**config.mk**
```make
export PLATFORM = sky130hd
export DESIGN_NAME = prpt_fifo
export DESIGN_NICKNAME = d
export VERILOG_FILES = /design/src/design/prpt_pkg.sv /design/src/design/prpt_fifo.sv
export SDC_FILE = /design/constraint.sdc
export NUM_CORES = 1
export LEC_CHECK = 0
export BUFFER_PORTS_ARGS = -buffer_cell sky130_fd_sc_hd__buf_2
export CORE_MARGIN = 8
export CORE_UTILIZATION = 40
export CTS_CLUSTER_DIAMETER = 60
export CTS_CLUSTER_SIZE = 30
export DETAILED_ROUTE_END_ITERATION = 8
export PLACE_DENSITY = 0.66
export SYNTH_ARGS = -nofsm -noshare
export SYNTH_HDL_FRONTEND = slang
export SYNTH_SLANG_ARGS = --single-unit
```
**constraint.sdc**
```tcl
create_clock -name i_clk -period 10.3 [get_ports i_clk]
set_input_delay 1.03 -clock i_clk [delete_from_list [all_inputs] [get_ports i_clk]]
set_output_delay 1.03 -clock i_clk [all_outputs]
set_load 0.01 [all_outputs]
```
**src/design/prpt_pkg.sv**
```systemverilog
// shared types, constants and character codes for the position report parser table
package prpt_pkg;

    localparam int TABLE_ENTRIES = 32;
    localparam int ID_BYTES      = 16;

    localparam int ID_W     = ID_BYTES * 8;
    localparam int IDX_W    = $clog2(ID_BYTES);
    localparam int OFS_W    = 6;
    localparam int SLOT_W   = (TABLE_ENTRIES > 1) ? $clog2(TABLE_ENTRIES) : 1;
    localparam int LAT_W    = 21;
    localparam int LON_W    = 24;
    localparam int REFLAT_W = 21;
    localparam int REFLON_W = 22;
    localparam int DIFF_W   = 26;
    localparam int QPTR_W   = 1;
    localparam int QUEUE_DEPTH = 1 << QPTR_W;

    localparam int WINDOW   = 6000;
    localparam int SKIP_LEN = 7;
    localparam int POS_LEN  = 18;
    localparam int POS_MIN  = 17;

    localparam logic [7:0] CH_NUL   = 8'h00;
    localparam logic [7:0] CH_LF    = 8'h0A;
    localparam logic [7:0] CH_COLON = 8'h3A;
    localparam logic [7:0] CH_COMMA = 8'h2C;
    localparam logic [7:0] CH_BANG  = 8'h21;
    localparam logic [7:0] CH_EQ    = 8'h3D;
    localparam logic [7:0] CH_SLASH = 8'h2F;
    localparam logic [7:0] CH_AT    = 8'h40;
    localparam logic [7:0] CH_DOT   = 8'h2E;
    localparam logic [7:0] CH_S     = 8'h53;
    localparam logic [7:0] CH_W     = 8'h57;
    localparam logic [7:0] CH_0     = 8'h30;
    localparam logic [7:0] CH_9     = 8'h39;

    localparam logic [2:0] ST_NOPOS   = 3'd0;
    localparam logic [2:0] ST_OUTSIDE = 3'd1;
    localparam logic [2:0] ST_UPDATED = 3'd2;
    localparam logic [2:0] ST_ADDED   = 3'd3;
    localparam logic [2:0] ST_FULL    = 3'd4;

    localparam logic CFG_REF_LAT = 1'b0;
    localparam logic CFG_REF_LON = 1'b1;

    typedef struct packed {
        logic              have;
        logic [LAT_W-1:0]  lat;
        logic [LON_W-1:0]  lon;
        logic [ID_W-1:0]   id;
    } t_line_rec;

endpackage

```
**src/design/prpt_fifo.sv**
```systemverilog
// short queue of finished line records between parser and table unit
module prpt_fifo import prpt_pkg::*; (
    input  logic      i_clk,
    input  logic      i_rst_n,
    input  logic      i_push,
    input  t_line_rec i_rec,
    input  logic      i_pop,
    output t_line_rec o_rec,
    output logic      o_full,
    output logic      o_empty
);
    t_line_rec         r_mem [QUEUE_DEPTH];
    logic [QPTR_W-1:0] r_wp, r_rp;
    logic [QPTR_W:0]   r_cnt;

    assign o_full  = (r_cnt == (QPTR_W+1)'(QUEUE_DEPTH));
    assign o_empty = (r_cnt == '0);
    assign o_rec   = r_mem[r_rp];

    always_ff @(posedge i_clk) begin
        if (i_push) r_mem[r_wp] <= i_rec;
    end

    always_ff @(posedge i_clk) begin
        if (!i_rst_n) begin
            r_wp  <= '0;
            r_rp  <= '0;
            r_cnt <= '0;
        end else begin
            if (i_push) r_wp <= r_wp + 1'b1;
            if (i_pop)  r_rp <= r_rp + 1'b1;
            if (i_push && !i_pop) r_cnt <= r_cnt + 1'b1;
            else if (!i_push && i_pop) r_cnt <= r_cnt - 1'b1;
        end
    end
endmodule

```
[Word-level counts from Yosys, hierarchy flattened]
Memory sizes are Yosys's and may differ from the RTL's. A register that Yosys moved wholly into a read port is not among the register bits.
Cells that the tools add are included.
Storage, ports and cells
  bits in registers: 4
  bits in writable memories: 348
  input port bits: 178
  output and inout port bits: 176
  logic and storage cells: 21
  memories: 1
Memories
  r_mem: depth 2, width 174, read ports 1, clocked after Yosys merged registers in 1, write ports 1, line prpt_fifo.sv:12  | t_line_rec r_mem [QUEUE_DEPTH];
Cells by class
  add/subtract/negate cells: 4
  eq/ne operators: 1
  mux-type cells: 6
  reductions and logical operators: 6
Operators with widths (count)
  2-to-1 mux 1 bit: 4
  2-to-1 mux 2 bit: 2
  adder 1 bit, second input constant: 2
  adder 2 x 1 -> 2 bit, second input constant: 1
  equality test 2 bit, second input constant: 1
  logical AND 1 bit: 2
  logical NOT 1 bit: 2
  logical NOT 2 bit: 1
  nonzero test 2 bit: 1
  subtractor 2 x 1 -> 2 bit, second input constant: 1

[Logic depth before layout (Yosys ltp)]
Gate-level depths: netlist of run 1.
  depth in word-level cells: 4
  depth in mapped cells: 5
  mapped depth without buffers: 5

[Worst setup path after synthesis of run 1]
OpenSTA, ideal clock, no wires.
  path kind: input -> register
  from: input port i_push
  to: memory r_mem[0][0] (netlist bit), enable pin
  library setup time: 731 ps
  arrival time: 8574 ps
  required time: 9569 ps
  slack: 995 ps
  cell stages on the path: 1
  path buffers: 0
  cell sequence: nor2b_1
On the way
  word-level cells in the longest chain between the ends: 2
Ends and longest elaborated chain
  from (decl): line prpt_fifo.sv:5  | input logic i_push,
  2-to-1 mux 1 bit: line prpt_fifo.sv:21  | if (i_push) r_mem[r_wp] <= i_rec;
  2-to-1 mux 1 bit (implied by the code): line prpt_fifo.sv:21
  to (decl): line prpt_fifo.sv:12
Every way passes these cells.

==> impl_metrics.toml, run 1 <==
[drt]
vias = 6481
totalWireLength_microns = 27310
avgRoutedWirePerCell_microns = 20.05
drtPass1Iterations = 7
postRouteAntennaNets = 0
dr.first_iter.drc_count = 256
vias_per_cell = 4.758
post-route-drc-count = 0

[cts]
cts_setup_buffers = 0
clock_latency_ps = 560
cts_buffers = 28
hold_buffers = 0
cts_root_buffer = "clkbuf_16"
ctsResizeCount = 0
cts_sinks = 353
cts_buffer_depth = 3
cts.clk_slew.worst_paths_ps = 90
cts_tree = "yes"
htreeDepth = 1

[place]
pre_cts_ws_ps = 6867
gp_congestion = 0.7290
place_area_sq_um = 14960
dp_hpwl_microns = 18640
dpl.cell_count = 1305
portBuffers = 353

[logic_synthesis]
ys_seq_area_frac = 0.8220
syn_nets = 742
syn_avg_cell_area_sq_um = 22.80
synth_cell_types = 17
ys_warn_count = 0
syn_area_sq_um = 12830
synthCells = 563
synth-seq-cells = 353

[worst_setup_path]
startpoint_type = "flip-flop"
critPathRequiredTime_ps = 9270
arrival_ps = 2760
path_cells = "buf_4 > mux2_2 > buf_2"
r2r-start = "r_wp"
crit_path_max_fanout = 73
reg2reg_slack_ps = 7760
crit_end = "o_rec[162]"
max_stage_delay_ps = 830
crit_type = "flip-flop to primary output"
rr_worst_depth = 2
reg2reg_to = "r_mem[0][47]"
crit_path_top_delay_cell = "buf_4"
cp-end-kind = "primary output"

[sta]
drv_slew = 0
timing.final.ws_setup_ps = 6512
setup_viol = 0
finClkSkew_ps = 20.99
finalCriticalPeriod_ps = 3788
whs_ps = 513.9
tns_ps = 0
rsz0062_at_grt = "false"
max_freq_mhz = 264.0
relSlewSlack = 0.2883
fin_crit_sh = 0.3677
worst_slew_pin_slew_ps = 1065
hold_violations = 0

[final_layout]
area_growth_pct = 25.17
instances_no_fill = 1362
utilization = 0.5091
nNetsFinal = 1112
drive_gt1_frac = 0.6157
fin_area_sq_um = 16070

[global_route]
grtUsageMet2 = 0.2283
grt_use_met3 = 0.05124
grt_antenna_before_repair = 11
grt_util_all_layers = 0.1353
grt_pass1_wl_microns = 40550
grt_pass1_vias = 6993
met1_usage = 0.1614
top_usage_layer = "met2"
grt_max_degree = 74
grt_overflow = 0

[power]
pwr-share-comb = 0.098
totalPowerFinal_mw = 3.220
p_clk_frac = 0.380
power_frac_seq = 0.522
swShare = 0.2426
p_int_mw = 2.439
leakage_nw = 5.971
powerDensity_nw_per_um2 = 200.4
p_switching_mw = 0.7810
ir_worst_vdd_mv = 0.1384

[hold_path]
worstHoldPathType = "flip-flop to flip-flop"
hold_start = "r_cnt[1]"

[floorplanning]
std_cell_rows = 65
die_y_microns = 195.1
dieWidth_microns = 195.1
die_area_sq_um = 38080
start_util = 0.4067
ios = 354
core_area_sq_um = 31560

[run]
cap_violations = 0

[run_status]
status = "completed"
==> worst max-delay path: cells and delay by family, from the launching register on <==
family                 cells  cell delay [ps]
buffers and inverters      2              970
flip-flops                 1              690
multiplexers               1              430
==> cell usage after synthesis, drive strengths merged <==
cell      n  area, sq um
xor2      2        17.52
buf      19        207.7
o21ai     1        5.000
xnor2     1        8.760
or3       1        6.260
and2      4        25.02
o21a      1        7.510
dfxtp     5        100.1
nor2b     2        12.51
a21boi    1        7.510
and2b     1        7.510
ha        1        12.51
inv       1        3.750
nor2      1        3.750
edfxtp  348        10450
mux2    174         1959
==> power groups by stage <==
stage | sequential [mW] | clock [mW] | combinational, mW
2_1_floorplan | 1.72 | 0 | 0.188
3_3_place_gp | 1.71 | 0 | 0.319
3_5_place_dp | 1.71 | 0 | 0.323
4_1_cts | 1.68 | 1.26 | 0.324
5_1_grt | 1.69 | 1.31 | 0.341
6_report | 1.68 | 1.22 | 0.316
==> cell families after synthesis <==
family,count (synthesis),synth area share
AOI/OAI and AO/OA,3,0.001560
xor gates and xnor gates,3,0.002048
adders and majority gates,1,0.0009747
buffers and inverters,20,0.01647
DFF,353,0.8220
muxes,174,0.1527
and+or+nand+nor,9,0.004289
==> final cells by class <==
class                   count  area [sq um]
inverters                   1         3.754
clock inverters            24         396.6
multi-input cells         190          2083
well taps                 402         503.0
diodes                      5         12.51
repair buffers            359          1812
flip-flops and latches    353         10550
clock buffers              28         700.7
fillers                  2621         15490
==> state kept, by name, indices dropped and copies added (netlist names), named ones only <==
register	cells
r_mem	348
r_rp	1
r_cnt	2
r_wp	1
==> cell usage in the layout, fill, tap and decap left out, drive strengths merged <==
master      n
xnor2       1
ha          1
or3         1
mux2      174
and2        4
bufinv      3
inv        16
o21a        1
and2b       1
nor2b       2
clkinvlp    1
dfxtp       5
clkinv      5
o21ai       1
edfxtp    348
nor2        1
buf       359
diode       5
xor2        2
a21boi      1
clkbuf     28
==> worst min-delay path by stage <==
stage,to,slack [ps],cells after the start
2_1_floorplan,r_cnt[1],470,2
5_1_grt,r_cnt[1],570,2
3_5_place_dp,r_cnt[1],500,2
4_1_cts,r_cnt[1],510,2
6_report,r_cnt[1],510,2
3_3_place_gp,r_cnt[1],480,2
==> metal layers <==
| layer | wire [microns] | part of all wire |
|---|---|---|
| met5 | 74 | 0.0027 |
| met3 | 2385 | 0.087 |
| met4 | 437 | 0.016 |
| met1 | 10860 | 0.40 |
| met2 | 13550 | 0.50 |
(Power assumes the default switching activity.)
==> inputs of run 2 (changes only) <==
ABC_AREA = 1   (was unset)
clock period = 3.5 ns   (was 10.3 ns; I/O delays follow)
==> run 2 against run 1 <==
- non-clock buffer count up 176
- combinational power rose to 3.2 times the previous value
- die area about the same
- design area up 10%
- first-iteration DRC count down 13%
- worst setup slack worse by 5400 ps
==> impl_metrics.toml, run 2 <==
[final_layout]
nFillCells = 2422
area_growth_pct = 37.92
instances_no_fill = 1543
top_regs = "r_mem (348), r_cnt (2)"
nNetsFinal = 1299
most-common-layout-cells = "buf_2 (353), edfxtp_1 (348), mux2_2 (174), dlygate4sd3_1 (174), clkbuf_16 (27)"
largest_register_ffs = 348
final_common_cell = "buf_2"
top_register = "r_mem"
fin_area_sq_um = 17720
utilization = 0.5614
drive_gt1_frac = 0.5132

[hold_path]
hold-path-endpoint = "r_wp"
worstHoldPathType = "primary input to flip-flop"
hold_start = "i_rst_n"
hold_path_depth = 3

[worst_setup_path]
cp.buffers_inverters = 2
rr_worst_depth = 4
cp.depth = 3
critPathRequiredTime_ps = 3150
crit_path_max_fanout = 100
path_cells = "buf_12 > mux2_2 > buf_2"
cp-end-kind = "primary output"
crit_family = "buffers and inverters"
reg2reg_to = "r_mem[1][173]"
reg2reg_slack_ps = 1300
startpoint_type = "flip-flop"
max_stage_delay_ps = 420
crit_path_top_delay_cell = "buf_12"
r2r-start = "r_wp"
arrival_ps = 2000
crit_type = "flip-flop to primary output"

[floorplanning]
die_y_microns = 195.2
die_area_sq_um = 38100
start_util = 0.4071
dieWidth_microns = 195.2
core_area_sq_um = 31560
std_cell_rows = 65
ios = 354

[drt]
top_layer = "met4"
vias_per_cell = 4.658
vias = 7188
totalWireLength_microns = 29320
met3WireLength_microns = 2208
drtPass1Iterations = 4
avgRoutedWirePerCell_microns = 19.00
postRouteAntennaNets = 0
met1_length_microns = 11010
dr.first_iter.drc_count = 224
post-route-drc-count = 0
wl_met2_microns = 15440

[logic_synthesis]
syn_area_sq_um = 12840
synth_cell_types = 13
synth_top_cell_area_share = 0.8136
synthCells = 576
synth_flop_cell = "edfxtp_1"
syn_nets = 755
synth_edf_count = 348
synth.most_common_cell = "edfxtp_1"
synthTopCellsByArea = "edfxtp_1 (81%), mux2_2 (15%), buf_6 (1.6%)"
async_flop_share = 0
synth-seq-cells = 353
synth_area_leader_cell = "edfxtp_1"
ys_warn_count = 0
syn_avg_cell_area_sq_um = 22.30
ys_seq_area_frac = 0.8214
synth_commonest_cells = "edfxtp_1 (348), mux2_2 (174), buf_6 (18)"

[power]
power_frac_seq = 0.538
totalPowerFinal_mw = 9.181
ir_worst_vdd_mv = 0.3849
p_int_mw = 7.012
leakage_nw = 6.669
p_switching_mw = 2.169
pwr-share-comb = 0.111
p_clk_frac = 0.351
powerDensity_nw_per_um2 = 518.2
swShare = 0.2362

[sta]
whs_ps = 72.52
relSlewSlack = 0.4559
finalCriticalPeriod_ps = 2349
fin_crit_sh = 0.6711
rsz0062_at_grt = "false"
setup_viol = 0
max_freq_mhz = 425.8
hold_violations = 0
drv_slew = 0
timing.final.ws_setup_ps = 1151
finClkSkew_ps = 10.04
worst_slew_pin_slew_ps = 816.2
tns_ps = 0

[cts]
ctsResizeCount = 0
cts.clk_slew.worst_paths_ps = 80
cts_buffers = 26
cts_buffer_depth = 3
cts_sinks = 353
cts_root_buffer = "clkbuf_16"
cts_tree = "yes"
clock_latency_ps = 540
htreeDepth = 1

[global_route]
grt_pass1_vias = 8013
grt_pass1_wl_microns = 44600
grt_antenna_before_repair = 1
grt_max_degree = 141
grt_util_all_layers = 0.1461
grt_overflow = 0

[place]
dp_hpwl_microns = 18220
portBuffers = 353
gp_congestion = 0.7204
dpl.cell_count = 1320
place_area_sq_um = 15020
pre_cts_ws_ps = 1190

[run]
cap_violations = 0

[run_status]
status = "completed"
-- run 2: changes by cell type in the layout (fill, tap and decap cells not counted), sizes merged, moves of 2 or more --
| cell | before | now |
|---|---|---|
| nor2 | 1 | 9 |
| dlygate4sd3 | 0 | 174 |
| bufinv | 3 | 1 |
| nand2 | 0 | 8 |
| clkinv | 5 | 7 |
| nor2b | 2 | 0 |
| xor2 | 2 | 0 |
| diode | 5 | 1 |
| clkinvlp | 1 | 3 |
| and2 | 4 | 0 |
| buf | 359 | 361 |
-- run 2: cells by family after synthesis --
logic type	synth area share
flip-flops	0.8214
multiplexers	0.1525
buffers and inverters	0.01851
AND/OR/NAND/NOR	0.005844
AO/OA/AOI/OAI	0.0007785
adder cells (fa/ha/maj)	0.0009739
-- run 2: metal layers --
metal  GRT usage  up-vias
met1      0.1581     3536
met5           0        -
li1            -     3369
met2      0.2702      237
met3     0.04660       46
met4     0.04155        0
-- run 2: layout make-up --
type / instances / area [sq um] / area share
sequential: 353 / 10550 / 0.5957
multi-input combinational: 196 / 2064 / 0.1165
tap: 402 / 503.0 / 0.02839
antenna: 1 / 2.502 / 0.0001413
clock buffer: 28 / 679.4 / 0.03835
inverter: 8 / 33.78 / 0.001907
timing repair buffer: 535 / 3606 / 0.2035
clock inverter: 20 / 272.8 / 0.01540
-- run 2: tightest hold or removal path, delay by kind of cell --
family / cells / cell delay [ps]
buf+inv: 1 / 120
simple gates: 2 / 90
-- run 2: worst max-delay path by stage --
| stage | from | endpoint | slack (ps) |
|---|---|---|---|
| floorplan | i_push | r_mem[1][0] | 70 |
| global placement | i_push | r_mem[1][97] | 1190 |
| detailed placement | i_push | r_mem[1][95] | 1190 |
| CTS | flip-flop | o_rec[51] | 1120 |
| global route | flip-flop | o_rec[43] | 1040 |
| finish | flip-flop | o_rec[43] | 1150 |
-- run 2: what timing repair did --
item / CTS / global route
endpoints found under the setup margin: 0 / 0
hold endpoints to repair: 348 / 0
buffers inserted: 0 / 0
hold buffers: 174 / 0
-- run 2: power by group through the flow --
stage | Combinational (mW) | Sequential, mW | Clock [mW]
after global placement | 0.864 | 5.02 | 0
after CTS | 1.04 | 4.94 | 3.32
after floorplan | 0.481 | 5.04 | 0
after global routing | 1.10 | 4.96 | 3.45
final | 1.02 | 4.94 | 3.22
after detailed placement | 0.872 | 5.04 | 0
