File: src/design/prpt_pkg.sv
// shared types, constants and character codes for the position report parser table
package prpt_pkg;

    localparam int TABLE_ENTRIES = 32;
    localparam int ID_BYTES      = 16;

    localparam int ID_W     = ID_BYTES * 8;
    localparam int IDX_W    = $clog2(ID_BYTES);
    localparam int OFS_W    = 6;
    localparam int SLOT_W   = (TABLE_ENTRIES > 1) ? $clog2(TABLE_ENTRIES) : 1;
    localparam int LAT_W    = 21;
    localparam int LON_W    = 24;
    localparam int REFLAT_W = 21;
    localparam int REFLON_W = 22;
    localparam int DIFF_W   = 26;
    localparam int QPTR_W   = 1;
    localparam int QUEUE_DEPTH = 1 << QPTR_W;

    localparam int WINDOW   = 6000;
    localparam int SKIP_LEN = 7;
    localparam int POS_LEN  = 18;
    localparam int POS_MIN  = 17;

    localparam logic [7:0] CH_NUL   = 8'h00;
    localparam logic [7:0] CH_LF    = 8'h0A;
    localparam logic [7:0] CH_COLON = 8'h3A;
    localparam logic [7:0] CH_COMMA = 8'h2C;
    localparam logic [7:0] CH_BANG  = 8'h21;
    localparam logic [7:0] CH_EQ    = 8'h3D;
    localparam logic [7:0] CH_SLASH = 8'h2F;
    localparam logic [7:0] CH_AT    = 8'h40;
    localparam logic [7:0] CH_DOT   = 8'h2E;
    localparam logic [7:0] CH_S     = 8'h53;
    localparam logic [7:0] CH_W     = 8'h57;
    localparam logic [7:0] CH_0     = 8'h30;
    localparam logic [7:0] CH_9     = 8'h39;

    localparam logic [2:0] ST_NOPOS   = 3'd0;
    localparam logic [2:0] ST_OUTSIDE = 3'd1;
    localparam logic [2:0] ST_UPDATED = 3'd2;
    localparam logic [2:0] ST_ADDED   = 3'd3;
    localparam logic [2:0] ST_FULL    = 3'd4;

    localparam logic CFG_REF_LAT = 1'b0;
    localparam logic CFG_REF_LON = 1'b1;

    typedef struct packed {
        logic              have;
        logic [LAT_W-1:0]  lat;
        logic [LON_W-1:0]  lon;
        logic [ID_W-1:0]   id;
    } t_line_rec;

endpackage

File: src/design/prpt_ram.sv
// generic single write port ram with registered read
module prpt_ram #(
    parameter int WIDTH = 8,
    parameter int DEPTH = 16
) (
    input  logic                                   i_clk,
    input  logic                                   i_we,
    input  logic [((DEPTH > 1) ? $clog2(DEPTH) : 1)-1:0] i_waddr,
    input  logic [WIDTH-1:0]                       i_wdata,
    input  logic [((DEPTH > 1) ? $clog2(DEPTH) : 1)-1:0] i_raddr,
    output logic [WIDTH-1:0]                       o_rdata
);
    logic [WIDTH-1:0] r_mem [DEPTH];

    always_ff @(posedge i_clk) begin
        if (i_we) begin
            r_mem[i_waddr] <= i_wdata;
        end
        o_rdata <= r_mem[i_raddr];
    end
endmodule

File: src/design/prpt_back.sv
// table unit: window check, station scan, update or insert, result register
module prpt_back import prpt_pkg::*; (
    input  logic                i_clk,
    input  logic                i_rst_n,
    input  logic                i_empty,
    input  t_line_rec           i_rec,
    output logic                o_pop,
    input  logic [REFLAT_W-1:0] i_ref_lat,
    input  logic [REFLON_W-1:0] i_ref_lon,
    output logic                o_valid,
    input  logic                i_ready,
    output logic [2:0]          o_status,
    output logic [4:0]          o_slot,
    output logic [LAT_W-1:0]    o_lat,
    output logic [LON_W-1:0]    o_lon
);
    typedef enum logic [1:0] {S_IDLE, S_ADDR, S_CMP} t_state;

    t_state              r_state;
    logic [SLOT_W-1:0]   r_n;
    logic [ID_W-1:0]     r_id;
    logic [TABLE_ENTRIES-1:0] r_valid;
    logic                r_free_hit;
    logic [SLOT_W-1:0]   r_free_slot;
    logic [SLOT_W-1:0]   r_slot;

    logic              out_free, start, posok, outside, last, match, cur_free;
    logic              we;
    logic [SLOT_W-1:0] free_slot;
    logic [ID_W-1:0]   rdata;
    logic signed [DIFF_W-1:0] dla, dlo;

    assign out_free = !o_valid || i_ready;
    assign start    = (r_state == S_IDLE) && !i_empty && out_free;
    assign o_pop    = start;
    assign posok    = i_rec.have && (i_rec.lat != '0) && (i_rec.lon != '0);
    assign dla = $signed(DIFF_W'($signed(i_rec.lat))) - $signed(DIFF_W'($signed(i_ref_lat)));
    assign dlo = $signed(DIFF_W'($signed(i_rec.lon))) - $signed(DIFF_W'($signed(i_ref_lon)));
    assign outside = (dla >= DIFF_W'(WINDOW)) || (dla <= -DIFF_W'(WINDOW)) ||
                     (dlo >= DIFF_W'(WINDOW)) || (dlo <= -DIFF_W'(WINDOW));
    assign last      = (r_n == SLOT_W'(TABLE_ENTRIES - 1));
    assign match     = r_valid[r_n] && (rdata == r_id);
    assign cur_free  = !r_valid[r_n];
    assign free_slot = r_free_hit ? r_free_slot : r_n;
    assign we        = (r_state == S_CMP) && last && !match && (r_free_hit || cur_free);
    assign o_slot    = 5'(r_slot);

    prpt_ram #(.WIDTH(ID_W), .DEPTH(TABLE_ENTRIES)) u_id_ram (
        .i_clk   (i_clk),
        .i_we    (we),
        .i_waddr (free_slot),
        .i_wdata (r_id),
        .i_raddr (r_n),
        .o_rdata (rdata)
    );

    always_ff @(posedge i_clk) begin
        if (!i_rst_n) begin
            r_state    <= S_IDLE;
            r_valid    <= '0;
            o_valid    <= 1'b0;
            r_n        <= '0;
            r_free_hit <= 1'b0;
        end else begin
            if (o_valid && i_ready) o_valid <= 1'b0;
            case (r_state)
                S_IDLE: begin
                    if (start) begin
                        o_lat <= i_rec.lat;
                        o_lon <= i_rec.lon;
                        r_id  <= i_rec.id;
                        r_slot <= '0;
                        if (!posok) begin
                            o_valid  <= 1'b1;
                            o_status <= ST_NOPOS;
                            o_lat    <= '0;
                            o_lon    <= '0;
                        end else if (outside) begin
                            o_valid  <= 1'b1;
                            o_status <= ST_OUTSIDE;
                        end else begin
                            r_n        <= '0;
                            r_free_hit <= 1'b0;
                            r_state    <= S_ADDR;
                        end
                    end
                end
                S_ADDR: r_state <= S_CMP;
                S_CMP: begin
                    if (match) begin
                        o_valid  <= 1'b1;
                        o_status <= ST_UPDATED;
                        r_slot   <= r_n;
                        r_state  <= S_IDLE;
                    end else if (last) begin
                        o_valid <= 1'b1;
                        r_state <= S_IDLE;
                        if (we) begin
                            o_status <= ST_ADDED;
                            r_slot   <= free_slot;
                            r_valid[free_slot] <= 1'b1;
                        end else begin
                            o_status <= ST_FULL;
                        end
                    end else begin
                        if (cur_free && !r_free_hit) begin
                            r_free_hit  <= 1'b1;
                            r_free_slot <= r_n;
                        end
                        r_n     <= r_n + 1'b1;
                        r_state <= S_ADDR;
                    end
                end
                default: r_state <= S_IDLE;
            endcase
        end
    end
endmodule

File: config.mk
export PLATFORM = sky130hd
export DESIGN_NAME = prpt_back
export DESIGN_NICKNAME = d
export VERILOG_FILES = /design/src/design/prpt_pkg.sv /design/src/design/prpt_ram.sv /design/src/design/prpt_back.sv
export SDC_FILE = /design/constraint.sdc
export NUM_CORES = 2
export LEC_CHECK = 0
export BUFFER_PORTS_ARGS = -buffer_cell sky130_fd_sc_hd__buf_2
export CORE_MARGIN = 3
export CORE_UTILIZATION = 60
export CTS_BUF_LIST = sky130_fd_sc_hd__clkbuf_4 sky130_fd_sc_hd__clkbuf_8 sky130_fd_sc_hd__clkbuf_16
export DETAILED_ROUTE_END_ITERATION = 6
export PLACE_DENSITY_LB_ADDON = 0.1
export SYNTH_ARGS = -nofsm -noshare
export SYNTH_HDL_FRONTEND = slang
export SYNTH_SLANG_ARGS = --single-unit
File: constraint.sdc
create_clock -name i_clk -period 10.1 [get_ports i_clk]
set_input_delay 0.505 -clock i_clk [delete_from_list [all_inputs] [get_ports i_clk]]
set_output_delay 0.505 -clock i_clk [all_outputs]
set_load 0.05 [all_outputs]
After elaboration in Yosys (flattened, before gate mapping)
Memories as Yosys holds them, arrays and structs flattened. A register that Yosys moved wholly into a read port is not among the register bits.
Cells that the tools add are included.
{"block": "word_totals", "in_bits": 221, "mem_bits_ro": 0, "latchBits": 0, "regBits": 227, "ramBits": 4096, "out_inout_bits": 55, "n_memories": 1}
{"block": "classes", "add_sub_neg": 3, "n_div": 0, "bitwise_logic": 3, "n_mul": 0, "order_cmp": 7, "eq_ne": 13, "shifts": 0, "n_reduce_logical": 33, "mux": 45}
{"name": "u_id_ram.r_mem", "words": 32, "width": 128, "rd": 1, "rd_clocked_by_memory_dff": 1, "write_ports": 1, "line": "prpt_ram.sv:13", "source": "logic [WIDTH-1:0] r_mem [DEPTH];"}
{"cell": "equality test 128 bit", "count": 1}
{"cell": "2-to-1 mux 5 bit", "count": 10}
{"cell": "OR 32 bit", "count": 1}
{"cell": "greater-or-equal comparator 25 x 14 -> 1 bit (second input constant)", "count": 1}
{"cell": "less-or-equal comparator 25 x 14 -> 1 bit (second input constant)", "count": 1}
{"cell": "subtractor 24 x 22 -> 25 bit", "count": 1}
{"cell": "nonzero test 24 bit", "count": 1}
{"cell": "greater-or-equal comparator 22 x 14 -> 1 bit (second input constant)", "count": 1}
{"cell": "less-or-equal comparator 22 x 14 -> 1 bit (second input constant)", "count": 1}
{"cell": "subtractor 21 x 21 -> 22 bit", "count": 1}
{"cell": "nonzero test 21 bit", "count": 1}
{"cell": "one-hot mux 5 bit (2 select lines)", "count": 2}
{"cell": "2-to-1 mux 1 bit", "count": 18}
{"cell": "2-to-1 mux 3 bit", "count": 6}
{"cell": "AND reduction 5 bit", "count": 3}
{"cell": "less-than comparator 5 x 6 -> 1 bit (second input constant)", "count": 2}
{"cell": "logical AND 1 bit", "count": 11}
{"cell": "!= test 2 bit (second input constant)", "count": 5}
{"cell": "AND reduction 7 bit", "count": 1}
{"cell": "2-to-1 mux 2 bit", "count": 3}
{"cell": "!= test 3 bit (second input constant)", "count": 2}
{"cell": "one-hot mux 2 bit (3 select lines)", "count": 1}
{"cell": "one-hot mux 3 bit (2 select lines)", "count": 1}
{"cell": "AND reduction 3 bit", "count": 2}
{"cell": "other kinds (17)", "count": 27}

Longest topological paths before layout
{"block": "depth", "ltp_word": 10, "ltp_mapped": 14, "mapped_depth_nobuf": 14}

Hierarchy
From an unflattened synthesis, not the netlist that was laid out.
{"block": "hier_totals", "cells_unflattened": 7591, "area_unflattened_um2": 167912.3}
{"mod": "prpt_ram", "seq_area_each_um2": 125560.4, "area_per_inst_um2": 155203.9, "cells_each": 6440, "instances": 1}
{"mod": "prpt_back", "seq_area_each_um2": 6406.1, "area_per_inst_um2": 12708.4, "cells_each": 1151, "instances": 1}

Worst setup path before layout
OpenSTA, ideal clock, no wires.
{"block": "synth_path", "path_kind": "register to register", "start": "reg r_n[0]", "end": "mem u_id_ram.r_mem[16][0] (netlist name) (enable)", "t_arrival_ns": 7.958, "n_path_buf": 2, "required_ns": 9.481, "setup_time_ns": 0.619, "slack_ns": 1.523, "path_stages_with_launch": 10, "cell_sequence": "dfxtp_1 buf_2 buf_2 mux4_2 mux4_2 mux2i_1 nor4_1 nor2_1 o21ai_1 nor2_1"}
{"block": "synth_via", "elab_chain_len": 8, "elab_cells_between_ends": 13}
{"element": "from (decl)", "line": "prpt_back.sv:20", "source": "logic [SLOT_W-1:0] r_n;"}
{"element": "from (signal assigned)", "line": "prpt_back.sv:110", "source": "r_n <= r_n + 1'b1;"}
{"element": "binary-select mux 1 bit (select 5 bit)", "line": "prpt_back.sv:42, prpt_back.sv:43"}
{"element": "2-to-1 mux 1 bit (not written as such)", "line": "prpt_back.sv:42, prpt_back.sv:43"}
{"element": "logical AND 1 bit", "line": "prpt_back.sv:42", "source": "assign match = r_valid[r_n] && (rdata == r_id);"}
{"element": "zero test 1 bit", "line": "prpt_back.sv:45", "source": "assign we = (r_state == S_CMP) && last && !match && (r_free_hit || cur_free);"}
{"element": "logical AND 1 bit (2 in series)", "line": "prpt_back.sv:45"}
{"element": "2-to-1 mux 1 bit", "line": "prpt_ram.sv:16", "source": "if (i_we) begin"}
{"element": "2-to-1 mux 1 bit (not written as such)", "line": "prpt_ram.sv:17", "source": "r_mem[i_waddr] <= i_wdata;"}
{"element": "to (decl)", "line": "prpt_ram.sv:13"}
Parallel ways exist; a longest one is shown, timed or not. The select of a mux whose other input is x is not followed.

Worst setup path in the final report
{"block": "layout_path", "start": "reg r_n[0]", "end": "mem u_id_ram.r_mem[15][29] (netlist name) (enable)"}
Same word-level chain as after synthesis.

==> reports/results.tsv <==
metric	value	unit
status	complete, no violations	
cts_max_level	5	
min_path_type	in2reg	
cts_buffers	434	
met3_length	33920	um
rsz0062_at_grt	no	
ys_async_sr_fraction	0	
max_cap_viol_count	0	
period_share	0.7138	
vias	81790	
dpl.hpwl	216800	um
wl	417000	um
period_minus_slack	7.209	ns
grt_start_max_net_pins	155	
die_w	537.9	um
drtIter0Drc	10280	
portBuffers	275	
fin_hold_ws	0.08150	ns
synth_edf_count	4282	
num_rows	194	
cp-end-kind	register	
synth_seq_area_share	0.7775	
drc	0	
reg2regPathDepth	10	
drive_gt1_frac	0.3076	
overflow	0	
top_layer_used	met5	
coreArea	0.2804	sq mm
synth_top_area_share	0.7576	
ant_nets	0	
clock_sinks	4451	
synth_commonest_cells	edfxtp_1, mux4_2, nand2_1	
crit_path_start_kind	register	
worst_ep_arrival_time	7.76	ns
clk_latency	0.97	ns
synth_top_area_cell	edfxtp_1	
floorplan.die_area	0.2893	sq mm
place_area	0.1769	sq mm
yosysWarnings	0	
cts_setup_buffers	0	
yosysUniqueCellTypes	74	
path_clk_slew	0.06	ns
final.setup.tns	0	ns
cts_resized	0	
ios	276	
cts_tree	done	
yosys-top-cells-area	edfxtp_1, mux4_2, dfxtp_1	
wl_per_cell	33.94	um
report.final.slew_viol_count	0	
syn_inst	7392	
dr.pass1.iters	6	
synth-seq-cells	4451	
synth_most_common_cell	edfxtp_1	
grt_usage	0.2925	
grt_pass1_wl	601900	um
fmax	0.1387	GHz
grt_pass1_vias	82900	
routed_via_density	6.656	
die_height	537.9	um
wl_met1	165200	um
synth_ff_type	edfxtp_1	
synthToLayoutAreaGrowth	13.94	%
netlist_area	0.1697	sq mm
avgSynthCellArea	22.96	sq um
setup_violations	0	
clock_path_buffers	4	
cts_hold_buf	174	
fin_nets	8454	
start_util	0.6054	
pwr_density_cell	192.8	mW/mm^2
fin_worst_skew	0.05711	ns
crit_fanout	97	
syn-num-nets	7661	
min_path_cells	4	
cts_root_buf	clkbuf_16	
crit_type	reg2reg	
gp_congestion	0.8395	
vdd.ir_drop.worst	212.9	uV
finalInstanceArea	0.1934	sq mm
worst_slew_pin_slew	1.458	ns
slew_headroom	0.02832	
final_hold_viol_count	0	
antenna_found_initial	8	
cp.required	10.65	ns
p_leak	60.37	nW
dr_wl_met2	205600	um
[layout by cell type (no fill, tap or decap), drive strengths merged, types with 7 or more instances in the layout]
cell | Yosys | routed
edfxtp | 4282 | 4282
mux4 | 1290 | 1290
clkbuf | 285 | 572
buf | 69 | 537
nand2 | 436 | 436
dlygate4sd3 | 0 | 174
dfxtp | 169 | 169
clkinv | 0 | 169
nor2 | 145 | 145
xor2 | 81 | 81
inv | 66 | 79
xnor2 | 61 | 61
a21oi | 56 | 56
and2 | 52 | 52
ha | 47 | 47
o21ai | 47 | 47
bufinv | 0 | 39
nor4 | 38 | 38
nand4 | 34 | 34
nor3 | 18 | 18
nand3 | 18 | 18
clkinvlp | 0 | 17
a21o | 14 | 14
nand2b | 11 | 11
a31oi | 11 | 11
mux2i | 10 | 10
o21a | 10 | 10
nor2b | 9 | 9
o211ai | 9 | 9
or3 | 9 | 9
a211oi | 9 | 9
o22ai | 8 | 8
a221oi | 7 | 7
and3 | 7 | 7
or4 | 7 | 7
[kinds of logic after synthesis]
| family | Yosys count | share of synthesized area |
|---|---|---|
| and+or+nand+nor | 807 | 0.02145 |
| DFF | 4451 | 0.7775 |
| xor gates and xnor gates | 142 | 0.007328 |
| muxes | 1302 | 0.1719 |
| AOI/OAI and AO/OA | 222 | 0.008787 |
| buffers and inverters | 420 | 0.009436 |
| adders and majority gates | 48 | 0.003583 |
[worst max-delay path, cell delays in order (launching register included)]
cell and delay, ns:
dfxtp_4 0.93, buf_12 0.61, mux4_2 0.60, mux4_2 0.47, mux2i_1 0.36, nor4_2 0.18
nor2_1 0.37, nand2_1 0.55, nor2_4 1.09, buf_4 0.65, buf_4 0.76
[layer usage]
layer,vias to the layer above,global-route usage
met2,4161,0.4664
met1,44240,0.4352
met4,4,0.08177
met3,613,0.04106
met5,-,0
li1,32770,-
[worst paths after layout]
check	endpoint	startpoint	slack, ns
hold reg to reg	r_valid[1]$_SDFFE_PN0P_	r_valid[1]$_SDFFE_PN0P_	0.47
setup / recovery	u_id_ram.r_mem[15][29]$_DFFE_PP_	r_n[0]$_SDFFE_PN0P_	2.89
hold / removal	o_lon[0]$_SDFFCE_PN0P_	i_rec[173]	0.08
setup reg to reg	u_id_ram.r_mem[15][29]$_DFFE_PP_	r_n[0]$_SDFFE_PN0P_	2.89
[state kept, by name, indices dropped and copies added (netlist names), 5 cells and up]
name and count:
o_lat 21, o_lon 24, o_slot 5, r_free_slot 5, r_id 128, r_n 5, r_valid 32, u_id_ram.o_rdata 128
u_id_ram.r_mem 4096
[through the flow]
step                      total power, W  setup slack [ns]  instances    util
final                            0.03729             2.891      12290  0.6898
after global routing             0.03830             2.544      12290  0.6897
after CTS                        0.03752             2.880      12280  0.6897
after detailed placement         0.02123             2.864      11300  0.6309
after global placement           0.02120             2.905      11300  0.6309
after floorplan                  0.02094             1.523       7392       -
[layout make-up]
cell class                 count  area, sq um
fill                       16890        86980
multi-input combinational   2521        36450
sequential                  4451       132000
inverter                      66        255.2
timing repair buffer         711         5273
clock inverter               238         2529
tap                         3724         4659
antenna                        5        12.51
clock buffer                 572        12220
[power breakdown]
part           switching, W  internal, W  total [W]
clock               0.00685      0.00955     0.0164
combinational      0.000453     0.000207   0.000660
sequential        0.0000473       0.0202     0.0202
total               0.00735       0.0299     0.0373
No activity file was read; power rests on OpenSTA's default activity.
