==> src/design/prpt_pkg.sv <==
// shared types, constants and character codes for the position report parser table
package prpt_pkg;

    localparam int TABLE_ENTRIES = 32;
    localparam int ID_BYTES      = 16;

    localparam int ID_W     = ID_BYTES * 8;
    localparam int IDX_W    = $clog2(ID_BYTES);
    localparam int OFS_W    = 6;
    localparam int SLOT_W   = (TABLE_ENTRIES > 1) ? $clog2(TABLE_ENTRIES) : 1;
    localparam int LAT_W    = 21;
    localparam int LON_W    = 24;
    localparam int REFLAT_W = 21;
    localparam int REFLON_W = 22;
    localparam int DIFF_W   = 26;
    localparam int QPTR_W   = 1;
    localparam int QUEUE_DEPTH = 1 << QPTR_W;

    localparam int WINDOW   = 6000;
    localparam int SKIP_LEN = 7;
    localparam int POS_LEN  = 18;
    localparam int POS_MIN  = 17;

    localparam logic [7:0] CH_NUL   = 8'h00;
    localparam logic [7:0] CH_LF    = 8'h0A;
    localparam logic [7:0] CH_COLON = 8'h3A;
    localparam logic [7:0] CH_COMMA = 8'h2C;
    localparam logic [7:0] CH_BANG  = 8'h21;
    localparam logic [7:0] CH_EQ    = 8'h3D;
    localparam logic [7:0] CH_SLASH = 8'h2F;
    localparam logic [7:0] CH_AT    = 8'h40;
    localparam logic [7:0] CH_DOT   = 8'h2E;
    localparam logic [7:0] CH_S     = 8'h53;
    localparam logic [7:0] CH_W     = 8'h57;
    localparam logic [7:0] CH_0     = 8'h30;
    localparam logic [7:0] CH_9     = 8'h39;

    localparam logic [2:0] ST_NOPOS   = 3'd0;
    localparam logic [2:0] ST_OUTSIDE = 3'd1;
    localparam logic [2:0] ST_UPDATED = 3'd2;
    localparam logic [2:0] ST_ADDED   = 3'd3;
    localparam logic [2:0] ST_FULL    = 3'd4;

    localparam logic CFG_REF_LAT = 1'b0;
    localparam logic CFG_REF_LON = 1'b1;

    typedef struct packed {
        logic              have;
        logic [LAT_W-1:0]  lat;
        logic [LON_W-1:0]  lon;
        logic [ID_W-1:0]   id;
    } t_line_rec;

endpackage

==> src/design/prpt_front.sv <==
// line parser: takes bytes, builds id and position, emits one record per line
module prpt_front import prpt_pkg::*; (
    input  logic       i_clk,
    input  logic       i_rst_n,
    input  logic       i_valid,
    output logic       o_ready,
    input  logic [7:0] i_rx_byte,
    input  logic       i_full,
    output logic       o_push,
    output t_line_rec  o_rec
);
    typedef enum logic [2:0] {
        PH_ID, PH_ID_CLOSED, PH_TYPE, PH_SKIP, PH_POS, PH_DONE, PH_NOPOS
    } t_phase;

    t_phase           r_phase, n_phase;
    logic [OFS_W-1:0] r_ofs, n_ofs;
    logic [7:0]       r_pend, n_pend;
    logic [7:0]       r_id [ID_BYTES];
    logic [7:0]       n_id [ID_BYTES];
    logic [LAT_W-1:0] r_lat, n_lat;
    logic [LON_W-1:0] r_lon, n_lon;

    logic       acc, is_lf, take;
    logic [7:0] c;
    logic       dig, ok;
    logic [3:0] d;
    logic [LAT_W-1:0] d_lat;
    logic [LON_W-1:0] d_lon;

    assign o_ready = !i_full;
    assign acc     = i_valid && !i_full;
    assign is_lf   = (i_rx_byte == CH_LF);
    assign take    = acc && (i_rx_byte != CH_NUL) && !is_lf && (r_pend != CH_NUL);
    assign c       = r_pend;
    assign dig     = (c >= CH_0) && (c <= CH_9);
    assign d       = 4'(c - CH_0);
    assign d_lat   = LAT_W'(d);
    assign d_lon   = LON_W'(d);
    assign o_push  = acc && is_lf;

    always_comb begin
        o_rec.have = (r_phase == PH_DONE) ||
                     ((r_phase == PH_POS) && (r_ofs >= OFS_W'(POS_MIN)));
        o_rec.lat  = r_lat;
        o_rec.lon  = r_lon;
        for (int k = 0; k < ID_BYTES; k++) begin
            o_rec.id[k*8 +: 8] = r_id[k];
        end
    end

    always_comb begin
        n_phase = r_phase;
        n_ofs   = r_ofs;
        n_pend  = r_pend;
        n_id    = r_id;
        n_lat   = r_lat;
        n_lon   = r_lon;
        ok      = 1'b1;
        if (take) begin
            case (r_phase)
                PH_ID: begin
                    if (c == CH_COLON) begin
                        n_phase = PH_TYPE;
                        n_ofs   = '0;
                    end else if (c == CH_COMMA) begin
                        n_phase = PH_ID_CLOSED;
                    end else if (r_ofs < OFS_W'(ID_BYTES)) begin
                        n_id[r_ofs[IDX_W-1:0]] = c;
                        n_ofs = r_ofs + 1'b1;
                    end
                end
                PH_ID_CLOSED: begin
                    if (c == CH_COLON) begin
                        n_phase = PH_TYPE;
                        n_ofs   = '0;
                    end
                end
                PH_TYPE: begin
                    n_ofs = '0;
                    if (c == CH_BANG || c == CH_EQ) n_phase = PH_POS;
                    else if (c == CH_SLASH || c == CH_AT) n_phase = PH_SKIP;
                    else n_phase = PH_NOPOS;
                end
                PH_SKIP: begin
                    n_ofs = r_ofs + 1'b1;
                    if (n_ofs >= OFS_W'(SKIP_LEN)) begin
                        n_phase = PH_POS;
                        n_ofs   = '0;
                    end
                end
                PH_POS: begin
                    case (r_ofs)
                        6'd0, 6'd1: begin
                            ok = dig;
                            n_lat = LAT_W'(r_lat * LAT_W'(10) + d_lat);
                        end
                        6'd2: begin
                            ok = dig;
                            n_lat = LAT_W'(r_lat * LAT_W'(6000) + d_lat * LAT_W'(1000));
                        end
                        6'd3: begin ok = dig; n_lat = LAT_W'(r_lat + d_lat * LAT_W'(100)); end
                        6'd4: ok = (c == CH_DOT);
                        6'd5: begin ok = dig; n_lat = LAT_W'(r_lat + d_lat * LAT_W'(10)); end
                        6'd6: begin ok = dig; n_lat = LAT_W'(r_lat + d_lat); end
                        6'd7: if (c == CH_S) n_lat = LAT_W'(0) - r_lat;
                        6'd9, 6'd10, 6'd11: begin
                            ok = dig;
                            n_lon = LON_W'(r_lon * LON_W'(10) + d_lon);
                        end
                        6'd12: begin
                            ok = dig;
                            n_lon = LON_W'(r_lon * LON_W'(6000) + d_lon * LON_W'(1000));
                        end
                        6'd13: begin ok = dig; n_lon = LON_W'(r_lon + d_lon * LON_W'(100)); end
                        6'd14: ok = (c == CH_DOT);
                        6'd15: begin ok = dig; n_lon = LON_W'(r_lon + d_lon * LON_W'(10)); end
                        6'd16: begin ok = dig; n_lon = LON_W'(r_lon + d_lon); end
                        6'd17: if (c == CH_W) n_lon = LON_W'(0) - r_lon;
                        default: ok = 1'b1;
                    endcase
                    if (!ok) begin
                        n_phase = PH_NOPOS;
                        n_lat   = r_lat;
                        n_lon   = r_lon;
                    end else begin
                        n_ofs = r_ofs + 1'b1;
                        if (n_ofs >= OFS_W'(POS_LEN)) n_phase = PH_DONE;
                    end
                end
                default: ;
            endcase
        end
        if (acc && (i_rx_byte != CH_NUL) && !is_lf) begin
            n_pend = i_rx_byte;
        end
        // newline: record goes to the queue, line state starts over
        if (o_push) begin
            n_phase = PH_ID;
            n_ofs   = '0;
            n_pend  = CH_NUL;
            n_lat   = '0;
            n_lon   = '0;
            for (int k = 0; k < ID_BYTES; k++) n_id[k] = '0;
        end
    end

    always_ff @(posedge i_clk) begin
        if (!i_rst_n) begin
            r_phase <= PH_ID;
            r_ofs   <= '0;
            r_pend  <= CH_NUL;
            r_lat   <= '0;
            r_lon   <= '0;
            for (int k = 0; k < ID_BYTES; k++) r_id[k] <= '0;
        end else begin
            r_phase <= n_phase;
            r_ofs   <= n_ofs;
            r_pend  <= n_pend;
            r_lat   <= n_lat;
            r_lon   <= n_lon;
            r_id    <= n_id;
        end
    end
endmodule

==> config.mk <==
export PLATFORM = sky130hd
export DESIGN_NAME = prpt_front
export DESIGN_NICKNAME = d
export VERILOG_FILES = /design/src/design/prpt_pkg.sv /design/src/design/prpt_front.sv
export SDC_FILE = /design/constraint.sdc
export NUM_CORES = 1
export LEC_CHECK = 0
export BUFFER_PORTS_ARGS = -buffer_cell sky130_fd_sc_hd__buf_2
export CAP_MARGIN = 40
export CORE_UTILIZATION = 27
export CTS_CLUSTER_DIAMETER = 150
export DETAILED_ROUTE_END_ITERATION = 8
export GPL_TIMING_DRIVEN = 0
export SYNTH_ARGS = -nofsm -noshare
export SYNTH_HDL_FRONTEND = slang
export SYNTH_SLANG_ARGS = --single-unit
==> constraint.sdc <==
create_clock -name i_clk -period 9.35 [get_ports i_clk]
set_clock_uncertainty 0.15 [all_clocks]
set_input_delay 0.4675 -clock i_clk [delete_from_list [all_inputs] [get_ports i_clk]]
set_output_delay 0.4675 -clock i_clk [all_outputs]
set_load 0.02 [all_outputs]
Yosys cells after proc, flatten, opt, wreduce, memory -nomap -nowiden
Cells that the tools add are included.
{"block": "classes", "n_addsub": 14, "n_mul": 10, "div": 0, "magnitude_cmp": 8, "eq_ne": 40, "n_shift": 0, "n_mux": 26, "n_bitwise": 4, "reduce_logical": 30}
{"operator": "$pmux 24 s6", "count": 1}
{"operator": "$bwmux 128", "count": 1}
{"operator": "$pmux 21 s6", "count": 1}
{"operator": "$add 24x4->24", "count": 2}
{"operator": "$eq 8x6->1 const B", "count": 6}
{"operator": "$add 21x4->21", "count": 2}
{"operator": "$eq 6x4->1 const B", "count": 7}
{"operator": "$mux 6", "count": 6}
{"operator": "$demux 8 s4", "count": 1}
{"operator": "$pmux 6 s5", "count": 1}
{"operator": "$add 24x11->24", "count": 1}
{"operator": "$add 24x14->24", "count": 1}
{"operator": "$add 24x8->24", "count": 1}
{"operator": "$eq 6x3->1 const B", "count": 4}
{"operator": "$eq 8x7->1 const B", "count": 3}
{"operator": "$mul 24x3->23 const B", "count": 1}
{"operator": "$mul 24x9->20 const B", "count": 1}
{"operator": "$mux 24", "count": 1}
{"operator": "$mux 3", "count": 8}
{"operator": "$sub 1x24->24 const A", "count": 1}
{"operator": "$mul 4x7->11 const B", "count": 2}
{"operator": "$add 21x11->21", "count": 1}
{"operator": "$add 21x14->21", "count": 1}
{"operator": "$add 21x8->21", "count": 1}
{"operator": "other kinds (45)", "count": 77}
{"block": "word_totals", "reg_bits": 190, "latch_bits": 0, "ram_bits": 0, "mem_bits_ro": 0, "in_bits": 12, "output_inout_bits": 176, "wordCells": 153, "n_memories": 0}

Depth between registers and ports, before layout
{"block": "logic_depth", "ltp_word": 8, "ltp_mapped": 23, "mapped_depth_nobuf": 23}

Least setup slack after synthesis
Ideal clock, no wire load.
{"block": "synth_path", "kind": "flip-flop to flip-flop", "start": "register r_lon[6]", "end": "register r_lon[22]", "arrival_ps": 5359, "required_ps": 9070, "path_slack_ps": 3712, "stages_incl_launch_ff": 20, "path_buffers": 0, "cell_sequence": "dfxtp_1 > fa_1 > inv_1 > fa_1 > fa_1 > fa_1 > inv_1 > ha_1 > o21ai_1 > o21ai_1 > a21oi_1 > xnor2_1 > ha_1 > nand2_1 > o41a_1 > nor2_1 > nand2_1 > o311a_1 > a2111oi_0 > a21oi_1"}
{"block": "synth_between", "elab_chain_cells": 3, "word_cells_on_any_way": 10, "cone_classes": "add/sub (6); mul (2); mux (2)"}
{"element": "start, declared", "line_no": "prpt_front.sv:22", "text": "logic [LON_W-1:0] r_lon, n_lon;"}
{"element": "start signal, assigned", "line_no": "prpt_front.sv:161", "text": "r_lon <= n_lon;"}
{"element": "$mul 24x9->20 (tied with other cells)", "line_no": "prpt_front.sv:113", "text": "n_lon = LON_W'(r_lon * LON_W'(6000) + d_lon * LON_W'(1000));"}
{"element": "$add 24x14->24 (tied with other cells)", "line_no": "prpt_front.sv:113"}
{"element": "$pmux 24 s6 (*)", "line_no": "prpt_front.sv:93", "text": "case (r_ofs)"}
Every way passes the cells marked *; elsewhere a longest branch is shown, timed or not. The select of a mux whose other input is x is not followed.
A chain may end at the register's enable or synchronous reset.

Final worst setup path
{"block": "layout_path", "start": "register r_lon[4]", "end": "register r_lon[23]"}
Same word-level chain as after synthesis.

==> tab_implementation.tex <==
\begin{tabular}{lr}
\hline
Metric & Value \\
\hline
\multicolumn{2}{l}{\textbf{Detailed routing}} \\
\quad Drt wl/cell & approximately 19 um \\
\quad Routed wire length & 80500 um \\
\quad DRC violations left & 0 \\
\quad Remaining number of nets flagged by the antenna check after routing & 0 \\
\quad Initial DRC count & 1912 \\
\quad Routed via count & between 20000 and 25000 \\
\quad DRT Pass-1 Iters & 6 \\
\quad Via density per instance & between 5 and 6 \\
\multicolumn{2}{l}{\textbf{Pwr}} \\
\quad Static leakage & about 12 nW \\
\quad Maximum ir drop on the vdd rail & 0.0998 mV \\
\quad PwrDens & approximately 67 nW/um2 \\
\multicolumn{2}{l}{\textbf{Final layout}} \\
\quad Sequential cell area & roughly 3800 um2 \\
\quad Filler Cell Count & between 9000 and 10000 \\
\quad Area of combinational cells with multiple inputs & 17900 um2 \\
\quad Final core occ & between 30\% and 40\% \\
\quad Synthesis-to-finish area growth & 13.6\% \\
\quad Number of nets at the end of the flow & about 3500 \\
\quad Share of final-layout standard cells stronger than drive strength 1 & under 10\% \\
\multicolumn{2}{l}{\textbf{Timing}} \\
\quad Achievable Freq & approximately 150 MHz \\
\quad Slew @ Worst Pin & about 950 ps \\
\quad Fin crit period & around 6700 ps \\
\quad Slew Limit Headroom & between 30 and 40\% \\
\quad Max-slew violation total from the final report & 0 \\
\quad Setup repair after global routing missed its margin & no \\
\quad Fraction of the cycle the final worst path needs & a little under three quarters \\
\quad Final hold violation count & 0 \\
\quad Number of setup violations in the final report & 0 \\
\quad Final total negative setup slack & 0 ps \\
\multicolumn{2}{l}{\textbf{Die}} \\
\quad Die outline area & between 80000 and 90000 um2 \\
\quad X dimension of the die & about 300 um \\
\quad Cell row count & about 110 \\
\quad Die boundary height & roughly 300 um \\
\quad Starting density of the core & roughly 27\% \\
\quad Number of top-level pins & $\sim$190 \\
\quad Core footprint & 85300 um2 \\
\multicolumn{2}{l}{\textbf{Synthesis}} \\
\quad Post-Syn Instances & between 2000 and 3000 \\
\quad Per-instance average area after synthesis & approximately 8.3 um2 \\
\quad Cell types with the highest counts after synthesis & 289 x inv\_1, 288 x ha\_1, 283 x nor2\_1 \\
\quad Net count of the mapped netlist & roughly 3300 \\
\quad Number of storage elements in the synthesis netlist & between 150 and 200 \\
\quad Most instantiated library cell after synthesis & inv\_1 \\
\quad Async set-reset flop share out of synthesis & 0\% \\
\quad Sequential fraction of the synthesis area & 16.4\% \\
\quad Dominant synthesized flop cell & dfxtp\_1 \\
\quad Top cell type's share of synthesized area & around 16\% \\
\quad Post-synth top area cell & dfxtp\_1 \\
\quad Largest cells by area after synthesis & dfxtp\_1 16\%, ha\_1 15\%, fa\_1 12\%, mux2i\_1 5.7\%, xnor2\_1 4.7\% \\
\quad Cell variety after synth & 95 \\
\quad Number of enable flip-flop cells after synthesis & 0 \\
\quad Syn Std Cell Area & 23300 um2 \\
\quad Ys Warns & 0 \\
\multicolumn{2}{l}{\textbf{CTS}} \\
\quad Clk pin slew, worst setup/hold paths & around 100 ps \\
\quad Total of cells resized after clock tree synthesis & 0 \\
\quad Clock tree from TritonCTS & done \\
\quad Hold bufs inserted after CTS & 0 \\
\quad Post-CTS setup-driven buffer insertion count & 0 \\
\quad Number of buffers on the longest clock path & 2 \\
\quad H-tree depth & 4 \\
\quad Clock latency on the worst-skew pair & about 470 ps \\
\quad Root buffer cell & clkbuf\_16 \\
\quad CTS buffer count & 17 \\
\quad CTS sink cnt & 190 \\
\multicolumn{2}{l}{\textbf{Global routing}} \\
\quad Maximum number of pins on one net before global-route repair & 21 \\
\quad Global-route wire length before repair & about 120000 um \\
\quad Antenna violations before repair & 4 \\
\quad Total GRT Usage & 18.2\% \\
\quad Number of global-route vias before repair & $\sim$21000 \\
\quad Global route total overflow & 0 \\
\multicolumn{2}{l}{\textbf{Critical path}} \\
\quad Kind of cell adding the most delay to the critical path & adder cells \\
\quad Delay contributed by the slowest stage of the critical path & between 800 and 900 ps \\
\quad Critical setup path kind & reg2reg \\
\quad Setup crit end kind & flip-flop \\
\quad Worst endpoint required time & between 9000 and 10000 ps \\
\quad Worst Setup Start Kind & flip-flop \\
\quad Number of buffer and inverter stages on the critical path & 2 \\
\quad CP arrival & 6870 ps \\
\quad Cell with the largest stage delay on the worst path & dfxtp\_1 \\
\quad Critical path, cell by cell & inv\_1 > fa\_1 > inv\_1 > ha\_1 > ha\_1 > fa\_1 > ha\_1 > a211oi\_1 > o21ai\_1 > a21oi\_1 > xnor2\_1 > ha\_1 > and3\_1 > a311oi\_1 > or2\_2 > nor4\_2 > nand4\_1 > and3\_1 > o21ai\_0 > a21oi\_1 \\
\quad Crit path max fanout & 13 \\
\quad Most frequent cell on the critical path & ha\_1 \\
\multicolumn{2}{l}{\textbf{Placed design}} \\
\quad DP HPWL & 63000 um \\
\quad GPL Wtd Cong & between 0.9 and 1 \\
\quad Total of buffers placed on input and output ports & about 190 \\
\multicolumn{2}{l}{\textbf{Flow run}} \\
\quad Number of max-cap violations & 0 \\
\multicolumn{2}{l}{\textbf{Min path}} \\
\quad Worst min path class & in2reg \\
\multicolumn{2}{l}{\textbf{Run status}} \\
\quad Result of the run & finished, final reports clean \\
\hline
\end{tabular}
-- power by group --
part	leakage, nW	switching (mW)	total [mW]	internal [mW]
Combinational	9.97	0.122	0.182	0.0594
Clock	0.287	0.410	0.772	0.363
Sequential	1.53	0.00583	0.817	0.811
-- area by class of cell --
| type | count | area share (%) |
|---|---|---|
| Inverter | 289 | 4.10 |
| Antenna cell | 1 | 0.00947 |
| Multi-Input combinational cell | 2212 | 67.7 |
| Clock inverter | 14 | 0.630 |
| Buffer | 123 | 1.82 |
| Timing Repair Buffer | 204 | 4.31 |
| Tap cell | 1144 | 5.42 |
| Sequential cell | 190 | 14.4 |
| Clock buffer | 18 | 1.62 |
-- registers in the layout, summed over array words and instances, names as in the netlist --
| name | cells |
|---|---|
| c | 8 |
| o_rec | 128 |
| r_lat | 21 |
| r_lon | 24 |
| r_ofs | 6 |
| r_phase | 3 |
-- layout by cell type (no fill, tap or decap), types with 23 or more instances in the layout --
cell type and count:
nor2b_1 26, a211oi_1 38, inv_1 289, dfxtp_1 190, nand4_1 23, nand2_1 147, xor2_1 67, buf_2 200
a21oi_1 153, o21a_1 29, o21ai_0 115, a21o_1 48, xnor2_1 126, ha_1 288, and3_1 33, nor3_1 52
clkbuf_1 105, mux2i_1 133, nor2_1 283, a221oi_1 27, fa_1 140, nand3_1 76
-- worst register-to-register path, cell delays in order, from the launching register on --
cell and delay [ps]:
dfxtp_1 870, inv_1 310, fa_1 470, inv_1 80, ha_1 220, ha_1 320, fa_1 520, ha_1 330
a211oi_1 390, o21ai_1 180, a21oi_1 220, xnor2_1 120, ha_1 400, and3_1 180, a311oi_1 160, or2_2 340
nor4_2 350, nand4_1 160, and3_1 220, o21ai_0 440, a21oi_1 120
-- final timing paths --
kind | startpoint | endpoint | slack, ps | cells after the start
setup / recovery | r_lon[4] | r_lon[23] | 2670 | 20
hold reg to reg | o_rec[69] | o_rec[69] | 340 | 2
hold / removal | i_rx_byte[5] | c[5] | 110 | 3
setup reg to reg | r_lon[4] | r_lon[23] | 2670 | 20
-- per-stage QoR --
stage	instance area (um2)	total power [mW]	hold WS, ps	cells	worst slack, ps
3_3_place_gp	25600	1.01	318	4145	2050
6_report	26400	1.77	111	4195	2670
5_1_grt	26400	1.82	111	4195	2300
3_5_place_dp	25800	1.02	326	4161	2740
4_1_cts	26400	1.78	98.3	4193	2680
2_1_floorplan	23300	0.951	365	2814	3710
-- kinds of logic after synthesis --
family,share of synthesized area (%)
multiplexers,5.97
AND/OR/NAND/NOR,16.8
buffers and inverters,6.73
adder cells (fa/ha/maj),27.6
flip-flops,16.4
XOR/XNOR,7.27
AO/OA/AOI/OAI,19.3
-- metal layers --
metal | GRT usage (%) | wire [um] | part of all wire (%) | vias to the layer above
met5 | 0 | 35 | 0.043 | -
met4 | 5.31 | 2250 | 2.8 | 6
met3 | 3.14 | 5770 | 7.2 | 139
met2 | 30.7 | 37500 | 47 | 829
met1 | 23.7 | 34900 | 43 | 10500
li1 | - | - | - | 10400
Power figures use the tool's default switching activity.
